**src/hw/rtl/ssrp_pkg.sv**
```systemverilog
// ----------------------------------------------------------------------------
// ssrp_pkg
// shared types and constants of the sorted shelf rectangle packer
// ----------------------------------------------------------------------------
`timescale 1ns / 1ps
`default_nettype none
package ssrp_pkg;

  localparam int MaxImagesDef = 64;
  localparam int CoordBitsDef = 12;
  localparam int CfgBits      = 12;
  localparam int PosBits      = 6;
  localparam int FaultBits    = 2;

  localparam logic CfgIdxHeight = 1'b0;
  localparam logic CfgIdxWidth  = 1'b1;

  localparam logic [FaultBits-1:0] FaultNone    = 2'd0;
  localparam logic [FaultBits-1:0] FaultTall    = 2'd1;
  localparam logic [FaultBits-1:0] FaultWide    = 2'd2;
  localparam logic [FaultBits-1:0] FaultDropped = 2'd3;

  typedef enum logic [2:0] {
    ST_LOAD,
    ST_SORT_RD,
    ST_SORT_CMP,
    ST_PLACE_RD,
    ST_PLACE_OUT
  } state_e;

  // commands from the controller to the datapath
  typedef struct packed {
    logic store;       // write incoming word into the next free slot
    logic sort_rd;     // read sort operands j and j+1
    logic sort_cmp;    // compare and swap if out of order
    logic place_init;  // clear shelf state
    logic place_rd;    // read entry at place index
    logic place_out;   // emit one result
    logic run_end;     // clear count and dropped flag
  } ctrl_t;

  typedef struct packed {
    logic sort_pass_done;   // inner index reached end of pass
    logic sort_done;        // no more passes
    logic place_last;       // current entry is last
    logic empty;            // nothing stored
  } stat_t;

endpackage
`default_nettype wire

```
**src/hw/rtl/ssrp_ctrl.sv**
```systemverilog
// ----------------------------------------------------------------------------
// ssrp_ctrl
// sequencer for loading, bubble sort passes and placement
// ----------------------------------------------------------------------------
`timescale 1ns / 1ps
`default_nettype none
module ssrp_ctrl (
  input  wire logic           clk_i,
  input  wire logic           rst_ni,
  input  wire logic           start,
  input  wire logic           last_rect_i,
  input  wire ssrp_pkg::stat_t stat_i,
  output ssrp_pkg::ctrl_t     ctrl_o,
  output logic                busy
);
  import ssrp_pkg::*;

  state_e state_q, state_d;

  always_ff @(posedge clk_i or negedge rst_ni) begin
    if (!rst_ni) begin
      state_q <= ST_LOAD;
    end else begin
      state_q <= state_d;
    end
  end

  always_comb begin
    state_d = state_q;
    ctrl_o  = '0;
    busy    = 1'b1;
    case (state_q)
      ST_LOAD: begin
        busy = 1'b0;
        if (start) begin
          ctrl_o.store = 1'b1;
          if (last_rect_i) begin
            state_d = ST_SORT_RD;
          end
        end
      end
      ST_SORT_RD: begin
        if (stat_i.sort_done) begin
          ctrl_o.place_init = 1'b1;
          state_d = ST_PLACE_RD;
        end else begin
          ctrl_o.sort_rd = 1'b1;
          state_d = ST_SORT_CMP;
        end
      end
      ST_SORT_CMP: begin
        ctrl_o.sort_cmp = 1'b1;
        state_d = ST_SORT_RD;
      end
      ST_PLACE_RD: begin
        ctrl_o.place_rd = 1'b1;
        state_d = ST_PLACE_OUT;
      end
      ST_PLACE_OUT: begin
        ctrl_o.place_out = 1'b1;
        if (stat_i.place_last) begin
          ctrl_o.run_end = 1'b1;
          state_d = ST_LOAD;
        end else begin
          state_d = ST_PLACE_RD;
        end
      end
      default: state_d = ST_LOAD;
    endcase
  end

endmodule
`default_nettype wire

```
**config.mk**
```make
export PLATFORM = sky130hd
export DESIGN_NAME = ssrp_ctrl
export DESIGN_NICKNAME = d
export VERILOG_FILES = /design/src/hw/rtl/ssrp_pkg.sv /design/src/hw/rtl/ssrp_ctrl.sv
export SDC_FILE = /design/constraint.sdc
export NUM_CORES = 1
export LEC_CHECK = 0
export ABC_AREA = 0
export BUFFER_PORTS_ARGS = -buffer_cell sky130_fd_sc_hd__buf_4
export CAP_MARGIN = 20
export CORE_AREA = 2 2 39 41
export DETAILED_ROUTE_END_ITERATION = 6
export DIE_AREA = 0 0 41 43
export PLACE_DENSITY = 0.41
export SLEW_MARGIN = 20
export SYNTH_ARGS = -nofsm -noshare
export SYNTH_HDL_FRONTEND = slang
export SYNTH_SLANG_ARGS = --single-unit
```
**constraint.sdc**
```tcl
create_clock -name clk_i -period 1.5 [get_ports clk_i]
set_input_delay 0.225 -clock clk_i [delete_from_list [all_inputs] [get_ports clk_i]]
set_output_delay 0.225 -clock clk_i [all_outputs]
set_load 0.01 [all_outputs]
```
### After elaboration in Yosys (flattened, before gate mapping)

Cells that the tools add are included.

* input port bits: 8
* logic and storage cells: 25
* bits in registers: 3
* output and inout bits: 8

* reduce and logical (&&, ||, !) cells: 2
* multiplexer cells: 16
* eq/ne operators: 6

Operators by type and width (count)
* 3-bit case mux with 5 select lines: 1
* 1-bit 2-to-1 mux: 11
* 3-bit by 2-bit equality test with 1-bit output, second input constant: 2
* 3-bit 2-to-1 mux: 2
* 2-bit 2-to-1 mux: 2
* 2-bit != test, second input constant: 2
* 3-bit by 1-bit equality test with 1-bit output, second input constant: 1
* 3-bit equality test, second input constant: 1
* 3-bit logical NOT: 1
* 2-bit AND reduction: 1

### Depth between registers and ports, before layout

Gate-level depths: netlist of the first run.

* word-level depth: 3
* depth in mapped cells: 2

### Worst setup path after synthesis of the first run

Ideal clock, no wire load.

* kind: register to output
* start: register state_q[2]
* end: output port ctrl_o[6] in the netlist's numbering
* slack: 237 ps
* data arrival time: 1038 ps
* buffers on the path: 0
* data required time: 1275 ps
* cell stages (with the launch flop): 3
* cell sequence: dfrtp_1 or3_1 nor2_1

RTL lines
* from (decl): RTL line ssrp_ctrl.sv:18 `state_e state_q, state_d;`
* from (signal assigned): RTL line ssrp_ctrl.sv:24 `state_q <= state_d;`
* to (decl): RTL line ssrp_ctrl.sv:13 `output ssrp_pkg::ctrl_t ctrl_o,`

==> flow_summary.yaml, run 1 <==
timing:
  slew_violations: 0
  setup_viol: 1
  timing.hold.ws_ns: 0.279
  fin_crit_sh_pct: 100
  finalHoldViolCount: 0
  rsz0062_at_grt: "true"
  slew_headroom_pct: 79.9
  layout_min_cycle_time_ns: 1.50
  final.setup.tns_ns: -0.00484
  setup_ws_ns: -0.00484
  finalClockSkew_ns: 0.00187
  tightest_slew_ns: 0.297
  fmax_mhz: 665
drt:
  route.vias.total: 247
  dr.pass1.iters: 1
  antenna_left: 0
  routedWlPerCell_um: 10.9
  wl_um: 655
  via_per_inst: 4.12
  post-route-drc-count: 0
  drtIter0Drc: 0
setup_path:
  arrival_ns: 1.28
  r2r-start: "state_q[1]"
  cp_max_fo: 5
  required_ns: 1.27
  reg2reg_to: "state_q[0]"
  rrSetupSlack_ns: 0.05
  cp-end-kind: "output port"
  critPathLaunchType: "flip-flop"
  path_class: "flip-flop to output port"
  reg2reg_depth: 4
pwr:
  peakVddDrop_uv: 642
  p_leak_nw: 0.196
  power_density_nw_per_um2: 1780
floorplan:
  fp.dieArea_um2: 1760
  rows: 14
  io_pins: 16
  die_x_um: 41
  start_util_pct: 13.5
  fp.dieH_um: 43
  core-area_um2: 1380
hold_path:
  holdPathStages: 3
  min-delay-start: "stat_i[1]"
  holdPathEnd: "state_q[1]"
  worstHoldPathType: "input port to flip-flop"
synthesis:
  synthCells: 21
  synth-seq-cells: 3
  synth_top_area_cell: "dfrtp_1"
  synth_edf_count: 0
  synth_cell_types: 14
  synth_area_leaders: "dfrtp_1 40%, inv_1 6.0%, nand4bb_1 6.0%"
  synth_flop_cell: "dfrtp_1"
  synth.avg_cell_area_um2: 8.88
  syn-cell-area_um2: 186
  ys_seq_area_share_pct: 40.3
  ys_top_cells_by_count: "3 x dfrtp_1, 3 x inv_1, 3 x nor2_1"
  synth_top_area_share_pct: 40.3
  async_flop_share_pct: 100
  syn-num-nets: 29
  yosys_warnings: 0
cells_and_area:
  drive_above_1_share_pct: 63.6
  finish.instance_area_um2: 409
  largest_register_ffs: 3
  fillers: 146
  reg_top3: "state_q x3"
  seq_area_um2: 78.8
  antenna_cells: 0
  area_growth_pct: 119
  fin_nets: 53
  multi_input_area_um2: 124
  largest-register: "state_q"
global_routing:
  antenna_found_initial: 0
  grt.overflow.total: 0
  grt.total_usage_pct: 8.14
  grt_pass1_wl_um: 945
  grt_max_degree: 10
  grt_pass1_vias: 242
place:
  placed_area_um2: 304
  io_buffer_count: 13
  gp_congestion: 0.678
clocking:
  cts.sinks: 3
  numCtsBuffers: 3
  cts-root-buf: "clkbuf_4"
  cts_max_path_buffers: 2
  clk_latency_ns: 0.23
  path_clk_slew_ns: 0.04
  cts_tree: "yes"
  cts_max_level: 1
outcome:
  violations: "setup timing"
  status: "finished with violations"
flow_run:
  drv_cap: 0
## timing repair
item | in CTS | in global routing
pin swaps | 1 | 2
hold endpoints to repair | 3 | 0
endpoints found under the setup margin | 1 | 3
hold buffers | 1 | 0
buffers inserted | 4 | 1
resized for setup | 2 | 7
## power breakdown
part	internal, W	switching (W)	leakage, nW
registers	0.000119	0.0000595	0.0348
logic	0.000241	0.000167	0.146
clock network	0.0000995	0.0000396	0.0150
total	0.000460	0.000266	0.196
## layer usage
| layer | track usage (%) | routed length, um | vias up |
|---|---|---|---|
| met3 | 1.57 | 62 | 0 |
| met4 | 8.00 | 0 | 0 |
| li1 | - | - | 121 |
| met5 | 0 | 0 | - |
| met1 | 9.35 | 273 | 113 |
| met2 | 11.6 | 319 | 13 |
## cells in the final DEF (no fill, tap or decap)
cell / count
nor3b_2: 1
nor2_1: 2
and2_1: 1
nor2_4: 1
dlygate4sd3_1: 1
clkbuf_1: 1
clkbuf_4: 3
nor4b_2: 1
nor3_1: 1
or3b_1: 1
a21oi_1: 2
nand4bb_1: 1
or3_4: 1
or4b_1: 1
buf_6: 1
inv_1: 3
o311ai_1: 1
buf_4: 17
nand2b_1: 1
dfrtp_2: 3
## worst max path at each step
stage                           from   endpoint  cells past startpoint
final                     state_q[2]  ctrl_o[6]                      3
after global routing      state_q[2]  ctrl_o[6]                      3
after CTS                 state_q[1]  ctrl_o[6]                      3
after detailed placement  state_q[2]  ctrl_o[6]                      3
after global placement    state_q[2]  ctrl_o[6]                      3
after floorplan           state_q[2]  ctrl_o[6]                      2
## critical path, stage by stage (launching register included)
cell and delay (ns):
dfrtp_2 0.43, or3_4 0.41, nor2_4 0.11, buf_6 0.10
## metrics by stage
| stage | setup WS [ns] | std cells | util (%) | total power [W] |
|---|---|---|---|---|
| 2_1_floorplan | 0.237 | 21 | - | 0.000304 |
| 3_3_place_gp | 0.222 | 50 | 22.0 | 0.000447 |
| 3_5_place_dp | 0.212 | 50 | 22.0 | 0.000451 |
| 4_1_cts | -0.00372 | 59 | 26.9 | 0.000664 |
| 5_1_grt | -0.0613 | 60 | 29.6 | 0.000796 |
| 6_report | -0.00484 | 60 | 29.6 | 0.000726 |
## cell type report
class / count / share of cell area, %
repair buffers: 19 / 36.4
multi-input cells: 15 / 30.3
flip-flops and latches: 3 / 19.3
clock buffers: 4 / 6.42
well taps: 16 / 4.89
inverters: 3 / 2.75
## cells by family (layout without fill, tap and decap cells)
| group | Yosys count | in the layout | synth area share (%) |
|---|---|---|---|
| AOI/OAI and AO/OA | 3 | 3 | 10.1 |
| and+or+nand+nor | 12 | 12 | 43.6 |
| DFF | 3 | 3 | 40.3 |
| buffers and inverters | 3 | 26 | 6.04 |
Note: power is estimated with default switching activity, not from simulation.
==> run 2, diff against run 1 <==
==> constraint.sdc (replaced) <==
create_clock -name clk_i -period 1.45 [get_ports clk_i]
set_input_delay 0.2175 -clock clk_i [delete_from_list [all_inputs] [get_ports clk_i]]
set_output_delay 0.2175 -clock clk_i [all_outputs]
set_load 0.02 [all_outputs]
==> run 2 against run 1 <==
Against the previous run:
- routed wire length fell by 16%
- largest cell class unchanged
- global-route usage is 1.5 points lower
- critical path depth stayed put
- die area unchanged
- cell count fell by 1.7%
- clock-buffer cell count stayed put
- register-to-register slack gained 0.09 ns
- sequential power decreased by 5%
- the flow still finishes with violations (setup timing)
- core utilization up 1.3 points
- sequential share of layout area fell by 0.79 points
- hold slack worse by 0.014 ns
==> flow_summary.yaml, run 2 (synthesized netlist as in run 1, its figures left out) <==
global_routing:
  antenna_found_initial: 0
  grt_pass1_wl_um: 793
  grt_pass1_vias: 200
  busiest_layer: "met2"
  grt_max_degree: 10
  use_met2_pct: 9.38
  grt_use_met1_pct: 8.71
  use_met3_pct: 1.57
  grt.total_usage_pct: 6.63
  grt.overflow.total: 0
drt:
  wl_um: 551
  route.vias.total: 237
  dr.pass1.iters: 2
  via_per_inst: 4.02
  post-route-drc-count: 0
  antenna_left: 0
  drtIter0Drc: 1
  routedWlPerCell_um: 9.34
hold_path:
  worstHoldPathType: "input port to flip-flop"
pwr:
  power_density_nw_per_um2: 1990
  peakVddDrop_uv: 760
  fin_total_pwr_w: 0.000847
  p_leak_nw: 0.195
  p_comb_share_pct: 63.3
  p_sw_share_pct: 40.6
  p_int_w: 0.000503
  p_switching_w: 0.000344
  seqPwrFrac_pct: 20.1
  p_clk_share_pct: 16.7
setup_path:
  critPathLaunchType: "flip-flop"
  cp-end-kind: "output port"
  required_ns: 1.23
  path_class: "flip-flop to output port"
  arrival_ns: 1.26
  cp_max_fo: 5
floorplan:
  io_pins: 16
  fp.dieArea_um2: 1760
  fp.dieH_um: 43
  rows: 14
  die_x_um: 41
  core-area_um2: 1380
  start_util_pct: 13.5
timing:
  setup_ws_ns: -0.0269
  fmax_mhz: 677
  fin_crit_sh_pct: 102
  slew_violations: 0
  rsz0062_at_grt: "true"
  tightest_slew_ns: 0.271
  final.setup.tns_ns: -0.0269
  finalClockSkew_ns: 0.000675
  setup_viol: 1
  layout_min_cycle_time_ns: 1.48
  finalHoldViolCount: 0
  slew_headroom_pct: 81.7
clocking:
  path_clk_slew_ns: 0.03
  cts_max_path_buffers: 2
  cts_max_level: 1
  cts.sinks: 3
  numCtsBuffers: 3
  cts-root-buf: "clkbuf_4"
  cts_tree: "yes"
  clk_latency_ns: 0.23
cells_and_area:
  final_common_cell: "buf_4"
  reg_top3: "state_q x3"
  largest_register_ffs: 3
  drive_above_1_share_pct: 67.4
  largest-register: "state_q"
  antenna_cells: 0
  layout_common_cells: "13 x buf_4, 4 x buf_6, 3 x inv_1, 3 x clkbuf_4, 3 x dfrtp_2"
  area_growth_pct: 129
  fin_nets: 52
outcome:
  violations: "setup timing"
  status: "finished with violations"
place:
  pre_cts_slack_ns: 0.153
  io_buffer_count: 13
  gp_congestion: 0.624
flow_run:
  drv_cap: 0
run 2: cell types whose count changed in the layout (fill, tap and decap cells not counted), sizes merged:
cell and change:
buf -1
run 2: final timing paths:
check / from / slack, ns / depth (start not counted) / end
max: state_q[2] / -0.03 / 3 / ctrl_o[6]
max reg2reg: state_q[0] / 0.14 / 3 / state_q[0]
min: stat_i[1] / 0.27 / 3 / state_q[1]
max in group asynchronous: rst_ni / 1.03 / 2 / state_q[2]
min reg2reg: state_q[1] / 0.60 / 2 / state_q[1]
min in group asynchronous: rst_ni / 0.32 / 2 / state_q[1]
run 2: power groups by stage:
| stage | Sequential (W) | Combinational [W] | Clock (W) |
|---|---|---|---|
| CTS | 0.000180 | 0.000415 | 0.000151 |
| floorplan | 0.000166 | 0.000209 | 0 |
| detailed placement | 0.000182 | 0.000342 | 0 |
| global route | 0.000181 | 0.000571 | 0.000157 |
| global placement | 0.000183 | 0.000342 | 0 |
| finish | 0.000170 | 0.000536 | 0.000141 |
run 2: timing repair:
action                                 in CTS  in global routing
hold buffers                                1                  0
buffers inserted                            3                  1
setup endpoints to repair                   2                  6
pin swaps                                   0                  2
resized for setup                           4                 10
cloned                                      0                  0
endpoints found under the hold margin       3                  0
run 2: metrics by stage:
stage | cell area (um2) | hold slack, ns | std cells | util [%]
4_1_cts | 377 | 0.261 | 58 | 27.2
2_1_floorplan | 191 | -0.0781 | 21 | -
5_1_grt | 427 | 0.281 | 59 | 30.8
6_report | 427 | 0.266 | 59 | 30.8
3_3_place_gp | 309 | 0.00543 | 50 | 22.3
3_5_place_dp | 309 | 0.00884 | 50 | 22.3
run 2: cell type report:
type | count | area (um2)
repair buffers | 18 | 153
flip-flops and latches | 3 | 78.8
clock buffers | 4 | 26.3
well taps | 16 | 20.0
fillers | 140 | 957
inverters | 3 | 11.3
multi-input cells | 15 | 138
run 2: metal layers:
metal	vias up	routed length [um]
met5	-	0
li1	121	-
met4	0	0
met3	0	48
met1	105	264
met2	11	237
run 2: worst max-delay path, stage by stage, from the launching register on:
cell,delay (ns)
dfrtp_2,0.42
or3_4,0.41
nor2_4,0.09
buf_6,0.12
==> run 3, diff against run 2 <==
--- a/constraint.sdc
+++ b/constraint.sdc
@@ -3,2 +3,2 @@
 set_output_delay 0.2175 -clock clk_i [all_outputs]
-set_load 0.02 [all_outputs]
+set_load 0.005 [all_outputs]
==> run 3 against run 2 <==
Against the previous run:
- the run still ends with setup timing left
- flip-flop and latch count unchanged
- first-iteration DRC count unchanged
- die area unchanged
- global-route usage increased by 2.1 points
- critical endpoint unchanged
- via count increased by 2.1%
- sequential power increased by 6%
- core utilization decreased by 0.99 points
- highest routed layer unchanged
- sequential share of layout area increased by 0.62 points
- non-clock buffer count increased by 1
- register-to-register slack got worse by 0.14 ns
- setup slack got worse by 0.0030 ns
==> flow_summary.yaml, run 3 (synthesized netlist as in run 1, its figures left out) <==
timing:
  fin_crit_sh_pct: 102
  slew_violations: 0
  slew_headroom_pct: 79.7
  setup_viol: 1
  tightest_slew_ns: 0.299
  timing.hold.ws_ns: 0.274
  final.setup.tns_ns: -0.0299
  layout_min_cycle_time_ns: 1.48
  finalHoldViolCount: 0
  rsz0062_at_grt: "true"
  setup_ws_ns: -0.0299
  fmax_mhz: 676
  finalClockSkew_ns: 0.00250
setup_path:
  cp-end-kind: "output port"
  rrSetupSlack_ns: 0
  crit_chain: "or3_4, nor2_4, buf_6"
  arrival_ns: 1.26
  critical_path.top_delay_family: "simple AND/OR/NAND/NOR gates"
  reg2reg_depth: 4
  crit_path_max_incr_delay_ns: 0.42
  cpMaxStageDelayCell: "dfrtp_2"
  path_class: "flip-flop to output port"
  critPathLaunchType: "flip-flop"
  critPathCapture: "ctrl_o[6]"
  required_ns: 1.23
  r2r-start: "state_q[1]"
  path_depth: 3
  crit_buf_inv: 1
  reg2reg_to: "state_q[0]"
  cp_max_fo: 4
  crit_start: "state_q[1]"
clocking:
  path_clk_slew_ns: 0.03
  cts_max_path_buffers: 2
  cts_tree: "yes"
  cts_max_level: 1
  clk_latency_ns: 0.23
  cts.sinks: 3
  cts-root-buf: "clkbuf_4"
  numCtsBuffers: 3
floorplan:
  fp.dieArea_um2: 1760
  rows: 14
  io_pins: 16
  start_util_pct: 13.5
  die_x_um: 41
  core-area_um2: 1380
  fp.dieH_um: 43
global_routing:
  grt_max_degree: 10
  grt_pass1_vias: 251
  grt.total_usage_pct: 8.74
  grt_pass1_wl_um: 1010
  antenna_found_initial: 0
  grt.overflow.total: 0
cells_and_area:
  fin_nets: 53
  layout_common_cells: "17 x buf_4, 3 x inv_1, 3 x clkbuf_4, 3 x dfrtp_2"
  largest_register_ffs: 3
  largest-register: "state_q"
  area_growth_pct: 121
  fillers: 141
  reg_top3: "state_q x3"
  drive_above_1_share_pct: 61.4
  antenna_cells: 0
  final_common_cell: "buf_4"
outcome:
  status: "finished with violations"
  violations: "setup timing"
drt:
  dr.pass1.iters: 2
  via_per_inst: 4.03
  post-route-drc-count: 0
  wl_met1_um: 285
  wl_um: 660
  drtIter0Drc: 1
  antenna_left: 0
  route.vias.total: 242
  met2_length_um: 313
  dr_wl_met3_um: 61
  routedWlPerCell_um: 11.0
  routed.top_layer: "met3"
pwr:
  power_density_nw_per_um2: 1780
  peakVddDrop_uv: 654
  p_leak_nw: 0.197
flow_run:
  drv_cap: 0
place:
  gp_congestion: 0.678
  io_buffer_count: 13
  pre_cts_slack_ns: 0.181
hold_path:
  worstHoldPathType: "input port to flip-flop"
-- run 3: cell count changes in the layout (fill, tap and decap cells not counted), sizes merged --
cell,delta
buf,+1
-- run 3: power breakdown --
group	switching [W]	leakage, nW	internal (W)	total [W]
registers	0.0000571	0.0348	0.000124	0.000181
logic	0.000153	0.148	0.000257	0.000409
clock network	0.0000417	0.0150	0.000103	0.000145
-- run 3: how the worst min path moves through the flow --
stage,from,end,slack (ns),cells past startpoint
2_1_floorplan,rst_ni,state_q[0],-0.08,0
3_3_place_gp,rst_ni,state_q[2],0.006,1
3_5_place_dp,rst_ni,state_q[1],0.007,1
4_1_cts,stat_i[1],state_q[1],0.26,3
5_1_grt,stat_i[1],state_q[1],0.28,3
6_report,stat_i[1],state_q[1],0.27,3
-- run 3: cell type report --
type	count	area [um2]	share of cell area (%)
clock buffers	4	26.3	6.36
inverters	3	11.3	2.73
multi-input cells	15	128	30.9
flip-flops and latches	3	78.8	19.1
well taps	16	20.0	4.85
repair buffers	19	149	36.1
-- run 3: worst min-delay path: stages --
cell and delay, ns:
buf_4 0.09, or3b_1 0.09, a21oi_1 0.06
-- run 3: metrics by stage --
stage / area [um2] / std cells / power, W / utilization (%)
2_1_floorplan: 186 / 21 / 0.000287 / -
3_3_place_gp: 304 / 50 / 0.000434 / 22.0
3_5_place_dp: 304 / 50 / 0.000437 / 22.0
4_1_cts: 379 / 59 / 0.000666 / 27.4
5_1_grt: 413 / 60 / 0.000805 / 29.8
6_report: 413 / 60 / 0.000735 / 29.8
-- run 3: repair_timing --
action | CTS | global route
pin swaps | 1 | 2
hold endpoints to repair | 3 | 0
buffers inserted | 4 | 1
hold buffers | 1 | 0
gates resized for setup | 3 | 6
setup endpoints to repair | 2 | 7
-- run 3: per-layer routing --
| layer | global-route usage [%] | vias to the layer above |
|---|---|---|
| li1 | - | 121 |
| met1 | 9.68 | 108 |
| met2 | 13.1 | 13 |
| met3 | 1.57 | 0 |
| met4 | 8.00 | 0 |
| met5 | 0 | - |
